===== src/design/lfpd_pkg.sv =====
// Shared types, constants and the sensor pattern decoder for the line follower drive.
// No dependencies; lfpd_front, lfpd_back and the top level import this package.
package lfpd_pkg;

  // Configuration register indexes.
  typedef enum logic [1:0] {
    CFG_BASE_SPEED = 2'd0,
    CFG_GAIN_P     = 2'd1,
    CFG_GAIN_I     = 2'd2,
    CFG_GAIN_D     = 2'd3
  } cfg_reg_t;

  localparam logic [7:0] BASE_SPEED_RST = 8'd120;
  localparam logic [7:0] GAIN_P_RST     = 8'd15;
  localparam logic [7:0] GAIN_I_RST     = 8'd10;
  localparam logic [7:0] GAIN_D_RST     = 8'd0;

  // Highest duty a boosted wheel may take.
  localparam logic [9:0] DUTY_LIMIT = 10'd250;

  // ceil(2^26 / 1000): exact truncated quotient by 1000 for magnitudes up to 32768.
  localparam logic [16:0] DIV1000_RECIP = 17'd67109;
  localparam int          DIV1000_SHIFT = 26;

  typedef struct packed {
    logic [7:0] base_speed;
    logic [7:0] gain_p;
    logic [7:0] gain_i;
    logic [7:0] gain_d;
  } cfg_t;

  typedef struct packed {
    logic               known;
    logic signed [4:0]  code;
  } pattern_t;

  // One classified sample travelling from the front to the back.
  typedef struct packed {
    logic signed [4:0]  pos;
    logic signed [4:0]  prev;
    logic signed [15:0] sum;
  } mid_item_t;

  typedef struct packed {
    logic [7:0]        left_duty;
    logic [7:0]        right_duty;
    logic signed [8:0] correction;
  } out_item_t;

  function automatic pattern_t lfpd_decode(input logic [6:0] bits);
    pattern_t p;
    p.known = 1'b1;
    unique case (bits)
      7'd1:    p.code = 5'sd12;
      7'd2:    p.code = 5'sd8;
      7'd3:    p.code = 5'sd10;
      7'd4:    p.code = 5'sd3;
      7'd6:    p.code = 5'sd6;
      7'd7:    p.code = 5'sd9;
      7'd8:    p.code = 5'sd0;
      7'd12:   p.code = 5'sd1;
      7'd14:   p.code = 5'sd2;
      7'd15:   p.code = 5'sd15;
      7'd16:   p.code = -5'sd3;
      7'd24:   p.code = -5'sd1;
      7'd28:   p.code = 5'sd0;
      7'd31:   p.code = 5'sd15;
      7'd32:   p.code = -5'sd8;
      7'd48:   p.code = -5'sd6;
      7'd56:   p.code = -5'sd2;
      7'd63:   p.code = 5'sd15;
      7'd64:   p.code = -5'sd12;
      7'd96:   p.code = -5'sd10;
      7'd112:  p.code = -5'sd9;
      7'd120:  p.code = -5'sd15;
      7'd124:  p.code = -5'sd15;
      7'd126:  p.code = -5'sd15;
      default: begin
        p.known = 1'b0;
        p.code  = 5'sd0;
      end
    endcase
    return p;
  endfunction

endpackage


===== src/design/lfpd_fifo.sv =====
// Small register-based queue with first-word fall-through read.
// Depends on nothing; DEPTH must be a power of two of at least 2.
module lfpd_fifo #(
  parameter int W     = 8,
  parameter int DEPTH = 4
) (
  input  logic         clk,
  input  logic         rst_n,
  input  logic         push,
  input  logic [W-1:0] din,
  output logic         full,
  input  logic         pop,
  output logic [W-1:0] dout,
  output logic         empty
);

  localparam int PTR_W = $clog2(DEPTH);
  localparam int CNT_W = $clog2(DEPTH + 1);

  logic [W-1:0]     mem [DEPTH];
  logic [PTR_W-1:0] wr_ptr_r, rd_ptr_r;
  logic [CNT_W-1:0] count_r;
  logic             do_push, do_pop;

  assign full    = (count_r == CNT_W'(DEPTH));
  assign empty   = (count_r == '0);
  assign do_push = push && !full;
  assign do_pop  = pop && !empty;
  assign dout    = mem[rd_ptr_r];

  always_ff @(posedge clk) begin
    if (do_push) begin
      mem[wr_ptr_r] <= din;
    end
  end

  always_ff @(posedge clk) begin
    if (!rst_n) begin
      wr_ptr_r <= '0;
      rd_ptr_r <= '0;
      count_r  <= '0;
    end else begin
      if (do_push) begin
        wr_ptr_r <= wr_ptr_r + 1'b1;
      end
      if (do_pop) begin
        rd_ptr_r <= rd_ptr_r + 1'b1;
      end
      if (do_push && !do_pop) begin
        count_r <= count_r + 1'b1;
      end else if (do_pop && !do_push) begin
        count_r <= count_r - 1'b1;
      end
    end
  end

endmodule


===== src/design/lfpd_front.sv =====
// Front end: accepts sensor samples, decodes the line position and updates the integral.
// Depends on lfpd_pkg for the pattern decoder and the queued item type.
module lfpd_front
  import lfpd_pkg::*;
(
  input  logic       clk,
  input  logic       rst_n,
  input  logic       in_push,
  input  logic [6:0] in_sensor_bits,
  input  logic       mid_full,
  output logic       mid_push,
  output mid_item_t  mid_item
);

  logic signed [4:0]  position_r, position_nxt;
  logic signed [15:0] integral_r, integral_nxt;
  logic signed [16:0] sum_wide;
  pattern_t           pat;
  logic               accept;

  assign accept   = in_push && !mid_full;
  assign mid_push = accept;

  always_comb begin
    pat          = lfpd_decode(in_sensor_bits);
    // An unknown pattern keeps the previous position.
    position_nxt = pat.known ? pat.code : position_r;
    sum_wide     = {integral_r[15], integral_r} + {{12{position_nxt[4]}}, position_nxt};
    // Saturate when the two top bits disagree.
    if (sum_wide[16] != sum_wide[15]) begin
      integral_nxt = sum_wide[16] ? 16'sh8000 : 16'sh7FFF;
    end else begin
      integral_nxt = sum_wide[15:0];
    end
    mid_item.pos  = position_nxt;
    mid_item.prev = position_r;
    mid_item.sum  = integral_nxt;
  end

  always_ff @(posedge clk) begin
    if (!rst_n) begin
      position_r <= '0;
      integral_r <= '0;
    end else if (accept) begin
      position_r <= position_nxt;
      integral_r <= integral_nxt;
    end
  end

endmodule


===== src/design/lfpd_back.sv =====
// Back end: three-stage PID datapath (divide, multiply, sum and clamp) and duty split.
// Depends on lfpd_pkg for the configuration, queued item and result types.
module lfpd_back
  import lfpd_pkg::*;
(
  input  logic      clk,
  input  logic      rst_n,
  input  cfg_t      cfg,
  input  logic      mid_empty,
  input  mid_item_t mid_item,
  output logic      mid_pop,
  input  logic      res_full,
  output logic      res_push,
  output out_item_t res_item
);

  logic advance;

  // Stage 1: integral / 1000 magnitude, position delta.
  logic               s1_v_r;
  logic [5:0]         s1_quot_r;
  logic               s1_neg_r;
  logic signed [4:0]  s1_pos_r;
  logic signed [5:0]  s1_delta_r;
  logic signed [16:0] sum_ext;
  logic [16:0]        sum_mag;
  logic [33:0]        quot_prod;

  // Stage 2: the three gain products.
  logic               s2_v_r;
  logic signed [14:0] s2_p_r, s2_i_r, s2_d_r;
  logic signed [14:0] gp_ext, gi_ext, gd_ext, pos_ext, quot_ext, delta_ext;

  // Stage 3: clamped correction.
  logic               s3_v_r;
  logic signed [9:0]  s3_corr_r;
  logic signed [16:0] corr_raw, corr_lim, base_ext;

  // Result split.
  logic [9:0]         mag;
  logic [9:0]         up_sum;
  logic [7:0]         up;
  logic signed [10:0] down_wide;
  logic [7:0]         down;

  assign advance = !(s3_v_r && res_full);
  assign mid_pop = advance && !mid_empty;

  always_comb begin
    sum_ext   = {mid_item.sum[15], mid_item.sum};
    sum_mag   = sum_ext[16] ? 17'(-sum_ext) : 17'(sum_ext);
    quot_prod = sum_mag * DIV1000_RECIP;
  end

  always_comb begin
    gp_ext    = {7'b0, cfg.gain_p};
    gi_ext    = {7'b0, cfg.gain_i};
    gd_ext    = {7'b0, cfg.gain_d};
    pos_ext   = {{10{s1_pos_r[4]}}, s1_pos_r};
    delta_ext = {{9{s1_delta_r[5]}}, s1_delta_r};
    quot_ext  = s1_neg_r ? -{9'b0, s1_quot_r} : {9'b0, s1_quot_r};
  end

  always_comb begin
    base_ext = {9'b0, cfg.base_speed};
    corr_raw = {{2{s2_p_r[14]}}, s2_p_r} + {{2{s2_i_r[14]}}, s2_i_r}
             + {{2{s2_d_r[14]}}, s2_d_r};
    // Upper limit is tested first, then the lower one on the result.
    corr_lim = (corr_raw > base_ext) ? (base_ext - 17'sd1) : corr_raw;
    if (corr_lim < -base_ext) begin
      corr_lim = 17'sd1 - base_ext;
    end
  end

  always_ff @(posedge clk) begin
    if (!rst_n) begin
      s1_v_r <= 1'b0;
      s2_v_r <= 1'b0;
      s3_v_r <= 1'b0;
    end else if (advance) begin
      s1_v_r <= !mid_empty;
      s2_v_r <= s1_v_r;
      s3_v_r <= s2_v_r;
    end
  end

  always_ff @(posedge clk) begin
    if (advance) begin
      s1_quot_r  <= quot_prod[DIV1000_SHIFT+5:DIV1000_SHIFT];
      s1_neg_r   <= mid_item.sum[15];
      s1_pos_r   <= mid_item.pos;
      s1_delta_r <= {mid_item.pos[4], mid_item.pos} - {mid_item.prev[4], mid_item.prev};
      s2_p_r     <= gp_ext * pos_ext;
      s2_i_r     <= gi_ext * quot_ext;
      s2_d_r     <= gd_ext * delta_ext;
      s3_corr_r  <= corr_lim[9:0];
    end
  end

  always_comb begin
    mag       = s3_corr_r[9] ? 10'(-s3_corr_r) : 10'(s3_corr_r);
    up_sum    = {2'b0, cfg.base_speed} + mag;
    up        = (up_sum > DUTY_LIMIT) ? cfg.base_speed : up_sum[7:0];
    down_wide = {3'b0, cfg.base_speed} - {1'b0, mag};
    down      = down_wide[10] ? 8'd0 : down_wide[7:0];

    res_item.correction = s3_corr_r[8:0];
    if (s3_corr_r == '0) begin
      res_item.left_duty  = cfg.base_speed;
      res_item.right_duty = cfg.base_speed;
    end else if (!s3_corr_r[9]) begin
      res_item.left_duty  = up;
      res_item.right_duty = down;
    end else begin
      res_item.left_duty  = down;
      res_item.right_duty = up;
    end
    res_push = s3_v_r && !res_full;
  end

endmodule


===== src/design/line_follower_pid_drive.sv =====
// Top level of the PID line follower motor drive.
// Depends on lfpd_pkg, lfpd_front, lfpd_fifo and lfpd_back.
//
// Usage: each input beat carries one 7-bit line sensor pattern on in_sensor_bits and
// is taken when in_push is high and in_full is low. Every beat yields exactly one
// result beat: two wheel PWM duties and the clamped signed PID correction. The oldest
// result sits on the out_ ports while out_empty is low and leaves on a cycle with
// out_pop high.
// The front end decodes the pattern and updates position and integral state at the
// moment of acceptance, so samples may arrive on every cycle while in_full is low. A
// four-entry queue sits between the front end and the three-stage back end (divide by
// 1000, gain products, sum and clamp). A result passes the middle queue, the three
// back end stage registers and the result queue, and one beat per cycle is sustained
// while the receiver keeps popping.
// When the receiver stops popping, the result queue fills, the back end holds its
// stages, the middle queue fills and finally in_full rises; nothing is dropped.
// Configuration writes on the cfg_ port are always taken (cfg_ready is tied high)
// and are meant to happen only while the block is idle. Synchronous reset restores
// the default gains and base speed, clears position and integral and empties queues.
module line_follower_pid_drive
  import lfpd_pkg::*;
#(
  parameter int MID_DEPTH = 4,
  parameter int OUT_DEPTH = 2
) (
  input  logic              clk,
  input  logic              rst_n,
  input  logic              in_push,
  input  logic [6:0]        in_sensor_bits,
  output logic              in_full,
  output logic              out_empty,
  input  logic              out_pop,
  output logic [7:0]        out_left_duty,
  output logic [7:0]        out_right_duty,
  output logic signed [8:0] out_correction,
  input  logic              cfg_valid,
  output logic              cfg_ready,
  input  logic [1:0]        cfg_index,
  input  logic [7:0]        cfg_data
);

  cfg_t      cfg_r;
  mid_item_t front_item, mid_head;
  logic      mid_push, mid_pop, mid_full, mid_empty;
  out_item_t back_item, res_head;
  logic      res_push, res_full;

  // Configuration registers; a write is always accepted.
  assign cfg_ready = 1'b1;

  always_ff @(posedge clk) begin
    if (!rst_n) begin
      cfg_r.base_speed <= BASE_SPEED_RST;
      cfg_r.gain_p     <= GAIN_P_RST;
      cfg_r.gain_i     <= GAIN_I_RST;
      cfg_r.gain_d     <= GAIN_D_RST;
    end else if (cfg_valid && cfg_ready) begin
      unique case (cfg_reg_t'(cfg_index))
        CFG_BASE_SPEED: cfg_r.base_speed <= cfg_data;
        CFG_GAIN_P:     cfg_r.gain_p     <= cfg_data;
        CFG_GAIN_I:     cfg_r.gain_i     <= cfg_data;
        CFG_GAIN_D:     cfg_r.gain_d     <= cfg_data;
      endcase
    end
  end

  // Input is refused only when the middle queue is full.
  assign in_full = mid_full;

  lfpd_front u_front (
    .clk            (clk),
    .rst_n          (rst_n),
    .in_push        (in_push),
    .in_sensor_bits (in_sensor_bits),
    .mid_full       (mid_full),
    .mid_push       (mid_push),
    .mid_item       (front_item)
  );

  lfpd_fifo #(
    .W     ($bits(mid_item_t)),
    .DEPTH (MID_DEPTH)
  ) u_mid_q (
    .clk   (clk),
    .rst_n (rst_n),
    .push  (mid_push),
    .din   (front_item),
    .full  (mid_full),
    .pop   (mid_pop),
    .dout  (mid_head),
    .empty (mid_empty)
  );

  lfpd_back u_back (
    .clk       (clk),
    .rst_n     (rst_n),
    .cfg       (cfg_r),
    .mid_empty (mid_empty),
    .mid_item  (mid_head),
    .mid_pop   (mid_pop),
    .res_full  (res_full),
    .res_push  (res_push),
    .res_item  (back_item)
  );

  // The result queue parts the back end from the receiver.
  lfpd_fifo #(
    .W     ($bits(out_item_t)),
    .DEPTH (OUT_DEPTH)
  ) u_res_q (
    .clk   (clk),
    .rst_n (rst_n),
    .push  (res_push),
    .din   (back_item),
    .full  (res_full),
    .pop   (out_pop),
    .dout  (res_head),
    .empty (out_empty)
  );

  assign out_left_duty  = res_head.left_duty;
  assign out_right_duty = res_head.right_duty;
  assign out_correction = res_head.correction;

endmodule

===== config.mk =====
export PLATFORM = sky130hd
export DESIGN_NAME = line_follower_pid_drive
export DESIGN_NICKNAME = d
export VERILOG_FILES = /design/src/design/lfpd_pkg.sv /design/src/design/lfpd_fifo.sv /design/src/design/lfpd_front.sv /design/src/design/lfpd_back.sv /design/src/design/line_follower_pid_drive.sv
export SDC_FILE = /design/constraint.sdc
export NUM_CORES = 1
export LEC_CHECK = 0
export BUFFER_PORTS_ARGS = -buffer_cell sky130_fd_sc_hd__buf_2
export CORE_MARGIN = 4
export CORE_UTILIZATION = 60
export DETAILED_ROUTE_END_ITERATION = 12
export PLACE_DENSITY = 0.77
export SLEW_MARGIN = 15
export SYNTH_ARGS = -nofsm -noshare
export SYNTH_HDL_FRONTEND = slang
export SYNTH_SLANG_ARGS = --single-unit

===== constraint.sdc =====
create_clock -name clk -period 11.45 [get_ports clk]
set_input_delay 1.145 -clock clk [delete_from_list [all_inputs] [get_ports clk]]
set_output_delay 1.145 -clock clk [all_outputs]
set_load 0.05 [all_outputs]

==> run_results.csv, run 1 <==
group,metric,value,unit
worst_setup_path,crit_top_cell,"inv_1",
worst_setup_path,crit_required,11730,ps
worst_setup_path,crit_arrival,8290,ps
clock_network,cts_root_buffer,"clkbuf_16",
yosys,synth_area,24800,µm²
die,placementRows,74,
worst_setup_path,worst_setup_path_start_kind,"flip-flop",
clock_network,clkTransAtPathRegs,60,ps
sta,fin_ws,3440,ps
yosys,synth_area_leaders,"edfxtp_1 (27%), ha_1 (17%), fa_1 (12%)",
cells_and_area,n_fill_cell,3102,
cells_and_area,diodes,0,
clock_network,hold_buffers,0,
clock_network,clock-sinks,296,
placement,post-place-ws,3460,ps
grt,grt_use_met3,3.54,%
yosys,ys_types,84,
status,status,"completed",
grt,gr-max-usage-layer,"met2",
placement,port_buffers,48,
yosys,syn_area_per_cell,10.5,µm²
clock_network,post_cts_buffers,0,
sta,finalMaxSlewViolations,0,
worst_setup_path,critPathCaptureType,"flip-flop",
sta,skew,17.2,ps
grt,grt_pass1_vias,17454,
clock_network,cts_tree,"done",
sta,finalSetupViolations,0,
sta,fin_crit_sh,69.9,%
sta,hold_viol_final,0,
worst_setup_path,critical-path-max-stage-delay,940,ps
yosys,syn-instance-count,2353,
drt,ant_nets,0,
yosys,synth_largest_area_cell,"edfxtp_1",
yosys,synth-xor-area-share,4.73,%
clock_network,h-tree-depth,2,
run,max_cap_violations,0,
grt,grt_max_degree,75,
worst_setup_path,critical_path_buf_inv_count,4,
yosys,synth-edff-count,226,
yosys,ys_warn_count,0,
yosys,ys_async_sr_fraction,0,%
worst_setup_path,critPathMaxFanout,26,
yosys,synth-compound-area-share,9.97,%
cells_and_area,area_growth,7.85,%
worst_setup_path,slowest_stage,"dfxtp_2",
grt,met1_usage,31.1,%
sta,clock.fmax,125,MHz
yosys,ys_ff_latch,296,
cells_and_area,final_nets,2897,
worst_setup_path,critPathTopFamily,"adder cells",
hold_path,hold_path_class,"reg -> reg",
grt,grt-ovfl-total,0,
sta,fin_setup_tns,0,ps
yosys,synth_top_area_share,27.3,%
cells_and_area,design_area,26800,µm²
yosys,synth.most_common_cell,"inv_1",
sta,relSlewSlack,29.6,%
die,die_area,44700,µm²
drt,vias,16683,
drt,dr.pass1.iters,6,
clock_network,clk_latency,550,ps
clock_network,cts_buffer_depth,3,
sta,rsz0062_at_grt,"false",
drt,vias_per_cell,5.65,
drt,wl_per_cell,17.3,µm
drt,drc,0,
placement,place_congestion,0.897,
yosys,synth_simple_gate_area_share,11.6,%
yosys,yosysSeqAreaShare,33.0,%
grt,grt_util_met2,40.6,%
die,die_y,211,µm
yosys,synth_top_family_by_area,"adder cells",
grt,grt_pass1_wl,86300,µm
placement,dp_hpwl,39100,µm
yosys,synth.area.mux_share,5.91,%
cells_and_area,final_core_util,65.6,%
cells_and_area,drive_above_1_share,8.64,%
die,coreArea,40800,µm²
yosys,synth_adder_area_share,28.7,%
grt,antenna_found_initial,0,
placement,place_area,25600,µm²
drt,first_iter_violations,1000,
clock_network,cts_resized,0,
sta,min_period,8010,ps
sta,worstMarginPinSlew,1050,ps
clock_network,numCtsBuffers,34,
die,ios,50,
die,initial_utilization,60.8,%
worst_setup_path,crit_type,"reg -> reg",
yosys,ys_top_cells_by_count,"inv_1 (338), ha_1 (336), edfxtp_1 (226)",
drt,wirelength,51000,µm
grt,grt_use_total,23.5,%
yosys,synth_ff_type,"edfxtp_1",
die,fp.dieW,211,µm
## cell usage in the layout (no fill, tap or decap), drive strengths merged, types with 10 or more instances in the layout
cell type	count
a211oi	10
a21boi	17
a21o	40
a21oi	98
and2	90
buf	59
clkbuf	39
clkinv	13
dfxtp	70
edfxtp	226
fa	146
ha	336
inv	343
mux2	42
mux2i	37
mux4	26
nand2	180
nand2b	39
nand3	27
nor2	83
nor2b	55
nor3	31
o211ai	10
o21a	21
o21ai	89
o21bai	11
o31ai	11
or3	11
xnor2	106
xor2	28
## metrics by stage
step	hold WS [ps]	std cells
2_1_floorplan	441	2357
3_3_place_gp	454	2889
3_5_place_dp	460	2889
4_1_cts	468	2951
5_1_grt	494	2951
6_report	463	2951
## per-layer routing
layer | vias up | routed length [µm]
met2 | 354 | 25100
met1 | 8091 | 22400
met5 | - | 0
li1 | 8162 | -
met4 | 0 | 1400
met3 | 76 | 2140
## final timing paths
path                            slack [ps]  depth (start not counted)                       endpoint                  startpoint
worst max-delay path                  3440                         26  u_back.s1_quot_r[5]$_DFFE_PN_                   flip-flop
worst min register to register         460                          2     u_back.s1_v_r$_SDFFE_PN0N_  u_back.s1_v_r$_SDFFE_PN0N_
worst min-delay path                   460                          2     u_back.s1_v_r$_SDFFE_PN0N_  u_back.s1_v_r$_SDFFE_PN0N_
worst max register to register        3440                         26  u_back.s1_quot_r[5]$_DFFE_PN_                   flip-flop
## layout make-up
type	count	area [µm²]	share of cell area, %
well taps	532	666	2.49
clock inverters	23	277	1.03
clock buffers	39	900	3.36
flip-flops and latches	296	8190	30.6
multi-input cells	1663	15100	56.6
inverters	339	1270	4.75
repair buffers	59	323	1.21
## flip-flops by register name (all words and copies together) (netlist names), 2 cells and up, named ones only
signal,flops
u_mid_q.mem,104
u_mid_q.count_r,3
cfg_r,32
u_front.integral_r,16
u_back.s1_pos_r,5
u_back.s2_i_r,15
u_back.s1_delta_r,6
u_front.position_r,5
u_back.s3_corr_r,10
u_res_q.mem,50
u_mid_q.wr_ptr_r,2
u_res_q.count_r,2
u_back.s2_d_r,15
u_back.s1_quot_r,6
u_back.s2_p_r,14
u_mid_q.rd_ptr_r,2
## worst min-delay path: stages (launching register included)
cell      delay [ps]
dfxtp_1          310
nand2_1           50
a21boi_0          60
## cell families (layout without fill, tap and decap cells)
kind of cell	count (synthesis)	count (layout)
AO/OA/AOI/OAI	375	375
XOR/XNOR	134	134
adder cells (fa/ha/maj)	482	482
buffers and inverters	398	460
flip-flops	296	296
multiplexers	105	105
other	2	6
AND/OR/NAND/NOR	561	561
Power of run 1 is left out: the tool's default activity adds up to more than one toggle a clock period on the data nets, which glitch-free logic cannot reach.
==> inputs of run 2 (changes only) <==
Settings changed: ABC_AREA set to 1.
Clock period 11.45 ns to 7.8 ns, I/O delays scaled along.
==> run_results.csv, run 2 <==
group,metric,value,unit
drt,vias,20000,
grt,grt_max_degree,75,
sta,clock.fmax,144,MHz
die,placementRows,75,
drt,ant_nets,0,
yosys,synth_area_leaders,"edfxtp_1 (26%), ha_1 (16%), fa_1 (11%)",
worst_setup_path,worst_setup_path_start_kind,"flip-flop",
clock_network,clock-sinks,296,
sta,min_period,6940,ps
hold_path,hold_path_class,"reg -> reg",
placement,dp.cells,3540,
worst_setup_path,crit_type,"reg -> reg",
clock_network,clk_latency,590,ps
die,die_y,215,µm
die,die_area,46300,µm²
grt,grt_use_total,25.9,%
placement,port_buffers,48,
grt,grt-ovfl-total,0,
placement,place_area,26500,µm²
die,ios,50,
die,fp.dieW,215,µm
yosys,ys_async_sr_fraction,0,%
drt,dr.pass1.iters,6,
sta,hold_viol_final,0,
sta,skew,19.9,ps
sta,fin_crit_sh,89.0,%
grt,antenna_found_initial,0,
yosys,synth.most_common_cell,"inv_1",
worst_setup_path,crit_required,8150,ps
worst_setup_path,critPathTopFamily,"adder cells",
yosys,ys_types,63,
cells_and_area,design_area,27500,µm²
cells_and_area,drive_above_1_share,6.38,%
yosys,synth-edff-count,226,
worst_setup_path,r2r_setup_slack,860,ps
placement,dp_hpwl,47300,µm
cells_and_area,fin_cells,3594,
cells_and_area,largest_register_ff_count,104,
yosys,syn-instance-count,2999,
drt,drc,0,
cells_and_area,top_register,"u_mid_q.mem",
cells_and_area,layout_common_cells,"inv_1 (598), nand2_1 (566), ha_1 (336)",
sta,worstMarginPinSlew,1120,ps
cells_and_area,final_core_util,65.1,%
sta,fin_setup_tns,0,ps
worst_setup_path,slowest_stage,"fa_1",
drt,vias_per_cell,5.56,
yosys,synth_ff_type,"edfxtp_1",
cells_and_area,largestRegisters,"u_mid_q.mem (104), u_res_q.mem (50), cfg_r (32)",
yosys,ys_ff_latch,296,
sta,finalSetupViolations,0,
clock_network,clkTransAtPathRegs,70,ps
worst_setup_path,critPathMaxFanout,43,
clock_network,cts_buffer_depth,3,
sta,rsz0062_at_grt,"false",
yosys,synth_area,25700,µm²
clock_network,post_cts_buffers,0,
yosys,yosysSeqAreaShare,31.8,%
clock_network,h-tree-depth,1,
run,max_cap_violations,0,
yosys,synth_top_area_share,26.4,%
die,initial_utilization,61.0,%
cells_and_area,diodes,0,
worst_setup_path,cp.depth,27,
clock_network,cts_resized,0,
yosys,syn_area_per_cell,8.59,µm²
drt,wirelength,60300,µm
drt,first_iter_violations,1230,
yosys,synth_largest_area_cell,"edfxtp_1",
worst_setup_path,crit_arrival,7290,ps
yosys,ys_top_cells_by_count,"inv_1 (599), nand2_1 (566), ha_1 (336)",
sta,relSlewSlack,25.5,%
drt,wl_per_cell,16.8,µm
cells_and_area,final_nets,3538,
grt,grt_pass1_vias,19921,
worst_setup_path,critPathCaptureType,"flip-flop",
cells_and_area,final_common_cell,"inv_1",
clock_network,cts_tree,"done",
placement,place_congestion,0.962,
sta,finalMaxSlewViolations,0,
worst_setup_path,critical-path-max-stage-delay,550,ps
grt,grt_pass1_wl,98400,µm
clock_network,hold_buffers,0,
worst_setup_path,critical_path_buf_inv_count,6,
clock_network,cts_root_buffer,"clkbuf_16",
hold_path,holdCritStartpoint,"u_back.s2_v_r$_SDFFE_PN0N_",
clock_network,numCtsBuffers,31,
worst_setup_path,r2r-end,"u_back.s1_quot_r[2]$_DFFE_PN_",
worst_setup_path,endpoint,"u_back.s1_quot_r[2]$_DFFE_PN_",
yosys,ys_warn_count,0,
cells_and_area,area_growth,6.70,%
die,coreArea,42200,µm²
status,status,"completed",
worst_setup_path,rr_worst_depth,27,
run 2: per-stage QoR:
step | worst slack, ps | hold slack, ps
CTS | 891 | 472
global route | 382 | 495
global placement | 1130 | 452
floorplan | 2100 | 436
finish | 861 | 469
detailed placement | 926 | 460
run 2: cell type report:
class / instances / area [µm²]
sequential: 296 / 8190
fill: 3494 / 14800
multi-input combinational: 2040 / 15000
tap: 539 / 674
inverter: 607 / 2280
clock buffer: 37 / 808
clock inverter: 17 / 176
timing repair buffer: 58 / 315
run 2: routing by layer:
metal	global-route usage [%]	up-vias	part of all wire (%)
li1	-	9760	-
met1	33.1	9479	42
met2	44.7	615	49
met3	4.34	146	5.9
met4	8.78	0	3.6
met5	0	-	0
run 2: how the worst min path moves through the flow:
stage	endpoint	slack, ps	cells after the start
finish	u_back.s3_v_r$_SDFFE_PN0N_	470	1
global route	u_back.s1_v_r$_SDFFE_PN0N_	500	2
CTS	u_back.s1_v_r$_SDFFE_PN0N_	470	2
detailed placement	u_back.s3_v_r$_SDFFE_PN0N_	460	1
global placement	flip-flop	450	1
floorplan	flip-flop	440	2
run 2: kinds of logic after synthesis:
kind of cell | Yosys count | synth area share [%]
AOI/OAI and AO/OA | 393 | 8.64
xor gates and xnor gates | 120 | 4.08
adders and majority gates | 482 | 27.7
buffers and inverters | 667 | 9.99
DFF | 296 | 31.8
muxes | 25 | 1.09
other | 2 | 0.0292
and+or+nand+nor | 1014 | 16.7
run 2: worst reg2reg max path, delay by kind of cell, from the launching register on:
| kind | cells | cell delay, ps |
|---|---|---|
| XOR/XNOR | 1 | 150 |
| buffers and inverters | 6 | 880 |
| AND/OR/NAND/NOR | 5 | 480 |
| flip-flops | 1 | 520 |
| AO/OA/AOI/OAI | 8 | 1940 |
| adder cells (fa/ha/maj) | 7 | 2740 |
Power of run 2 is left out for the same reason.
==> inputs of run 3 (changes only) <==
Settings changed: CAP_MARGIN set to 20, RECOVER_POWER set to 25.
==> run_results.csv, run 3 (synthesis gave the netlist of run 2 again) <==
group,metric,value,unit
status,status,"finished, violations left",
status,violations,"capacitance limit, slew limit",
drt,vias_per_cell,5.54,
die,fp.dieW,215,µm
grt,grt_pass1_wl,98400,µm
cells_and_area,fin_cells,3597,
die,ios,50,
placement,dp_hpwl,47300,µm
cells_and_area,final_common_cell,"inv_1",
worst_setup_path,rr_worst_depth,27,
cells_and_area,diodes,0,
run,max_cap_violations,3,
sta,clock.fmax,144,MHz
worst_setup_path,crit_required,8150,ps
worst_setup_path,critPathMaxFanout,43,
sta,whs,468,ps
cells_and_area,top_register,"u_mid_q.mem",
sta,min_period,6940,ps
sta,hold_viol_final,0,
die,coreArea,42200,µm²
clock_network,clkTransAtPathRegs,70,ps
cells_and_area,drive_above_1_share,6.28,%
worst_setup_path,crit_arrival,7290,ps
worst_setup_path,critPathCaptureType,"flip-flop",
sta,rsz0062_at_grt,"false",
die,die_area,46300,µm²
clock_network,hold_buffers,0,
grt,grt_use_total,25.9,%
clock_network,cts_tree,"done",
grt,grt_max_degree,75,
worst_setup_path,worst_setup_path_start_kind,"flip-flop",
drt,drc,0,
clock_network,h-tree-depth,1,
placement,port_buffers,48,
cells_and_area,area_growth,6.84,%
drt,dr.pass1.iters,5,
drt,ant_nets,0,
grt,grt-ovfl-total,0,
clock_network,cts_root_buffer,"clkbuf_16",
die,initial_utilization,61.0,%
cells_and_area,largestRegisters,"u_mid_q.mem (104), u_res_q.mem (50), cfg_r (32)",
placement,place_congestion,0.962,
clock_network,cts_resized,0,
clock_network,numCtsBuffers,31,
sta,fin_crit_sh,89.0,%
grt,antenna_found_initial,0,
cells_and_area,final_nets,3541,
die,placementRows,75,
cells_and_area,final_core_util,65.1,%
worst_setup_path,slowest_stage,"fa_1",
worst_setup_path,crit_type,"reg -> reg",
hold_path,holdPathStages,2,
sta,worstMarginPinSlew,4310,ps
drt,wl_per_cell,16.8,µm
cells_and_area,n_fill_cell,3492,
clock_network,post_cts_buffers,0,
cells_and_area,largest_register_ff_count,104,
sta,finalSetupViolations,0,
die,die_y,215,µm
placement,dp.cells,3540,
sta,skew,17.9,ps
sta,relSlewSlack,-188,%
cells_and_area,layout_common_cells,"inv_1 (599), nand2_1 (566), ha_1 (336)",
worst_setup_path,critical-path-max-stage-delay,550,ps
drt,vias,19925,
clock_network,cts_buffer_depth,3,
sta,fin_setup_tns,0,ps
grt,grt_pass1_vias,19921,
drt,wirelength,60400,µm
drt,first_iter_violations,1257,
clock_network,clk_latency,590,ps
hold_path,hold_path_class,"reg -> reg",
clock_network,clock-sinks,296,
sta,finalMaxSlewViolations,146,
run 3: cell types whose count changed in the layout (fill, tap and decap cells not counted):
| cell | change |
|---|---|
| nor2_1 | +1 |
| buf_4 | -3 |
| buf_2 | -1 |
| clkbuf_4 | +1 |
| inv_1 | +1 |
| inv_2 | -1 |
| clkbuf_1 | +4 |
| nor2_2 | -1 |
| buf_16 | +1 |
| buf_8 | +1 |
run 3: metal layers:
layer / global-route usage [%] / share of wire, %
met1: 33.1 / 41
met2: 44.7 / 49
met3: 4.34 / 6.4
met4: 8.78 / 3.7
met5: 0 / 0
run 3: area by class of cell:
| cell class | count | area, µm² | area share [%] |
|---|---|---|---|
| clock inverters | 17 | 176 | 0.641 |
| repair buffers | 61 | 353 | 1.28 |
| clock buffers | 37 | 808 | 2.94 |
| flip-flops and latches | 296 | 8190 | 29.8 |
| inverters | 607 | 2280 | 8.28 |
| multi-input cells | 2040 | 15000 | 54.6 |
| well taps | 539 | 674 | 2.45 |
run 3: critical path, delay by kind of cell, from the launching register on:
kind / cells / cell delay (ps)
adder cells (fa/ha/maj): 7 / 2730
AO/OA/AOI/OAI: 8 / 1920
buffers and inverters: 6 / 890
flip-flops: 1 / 510
AND/OR/NAND/NOR: 5 / 470
XOR/XNOR: 1 / 150
run 3: path summary, 6_finish.rpt:
path                                                 start                            end  slack (ps)
worst min register to register  u_back.s1_v_r$_SDFFE_PN0N_     u_back.s1_v_r$_SDFFE_PN0N_         470
worst max register to register                   flip-flop  u_back.s1_quot_r[2]$_DFFE_PN_         860
worst max-delay path                             flip-flop  u_back.s1_quot_r[2]$_DFFE_PN_         860
worst min-delay path            u_back.s1_v_r$_SDFFE_PN0N_     u_back.s1_v_r$_SDFFE_PN0N_         470
run 3: stage by stage:
stage	setup WS, ps	cell area (µm²)
after floorplan	2100	25800
after global placement	1130	26500
after detailed placement	926	26500
after CTS	891	27500
after global routing	382	27500
final	859	27500
Power of run 3 is left out for the same reason.
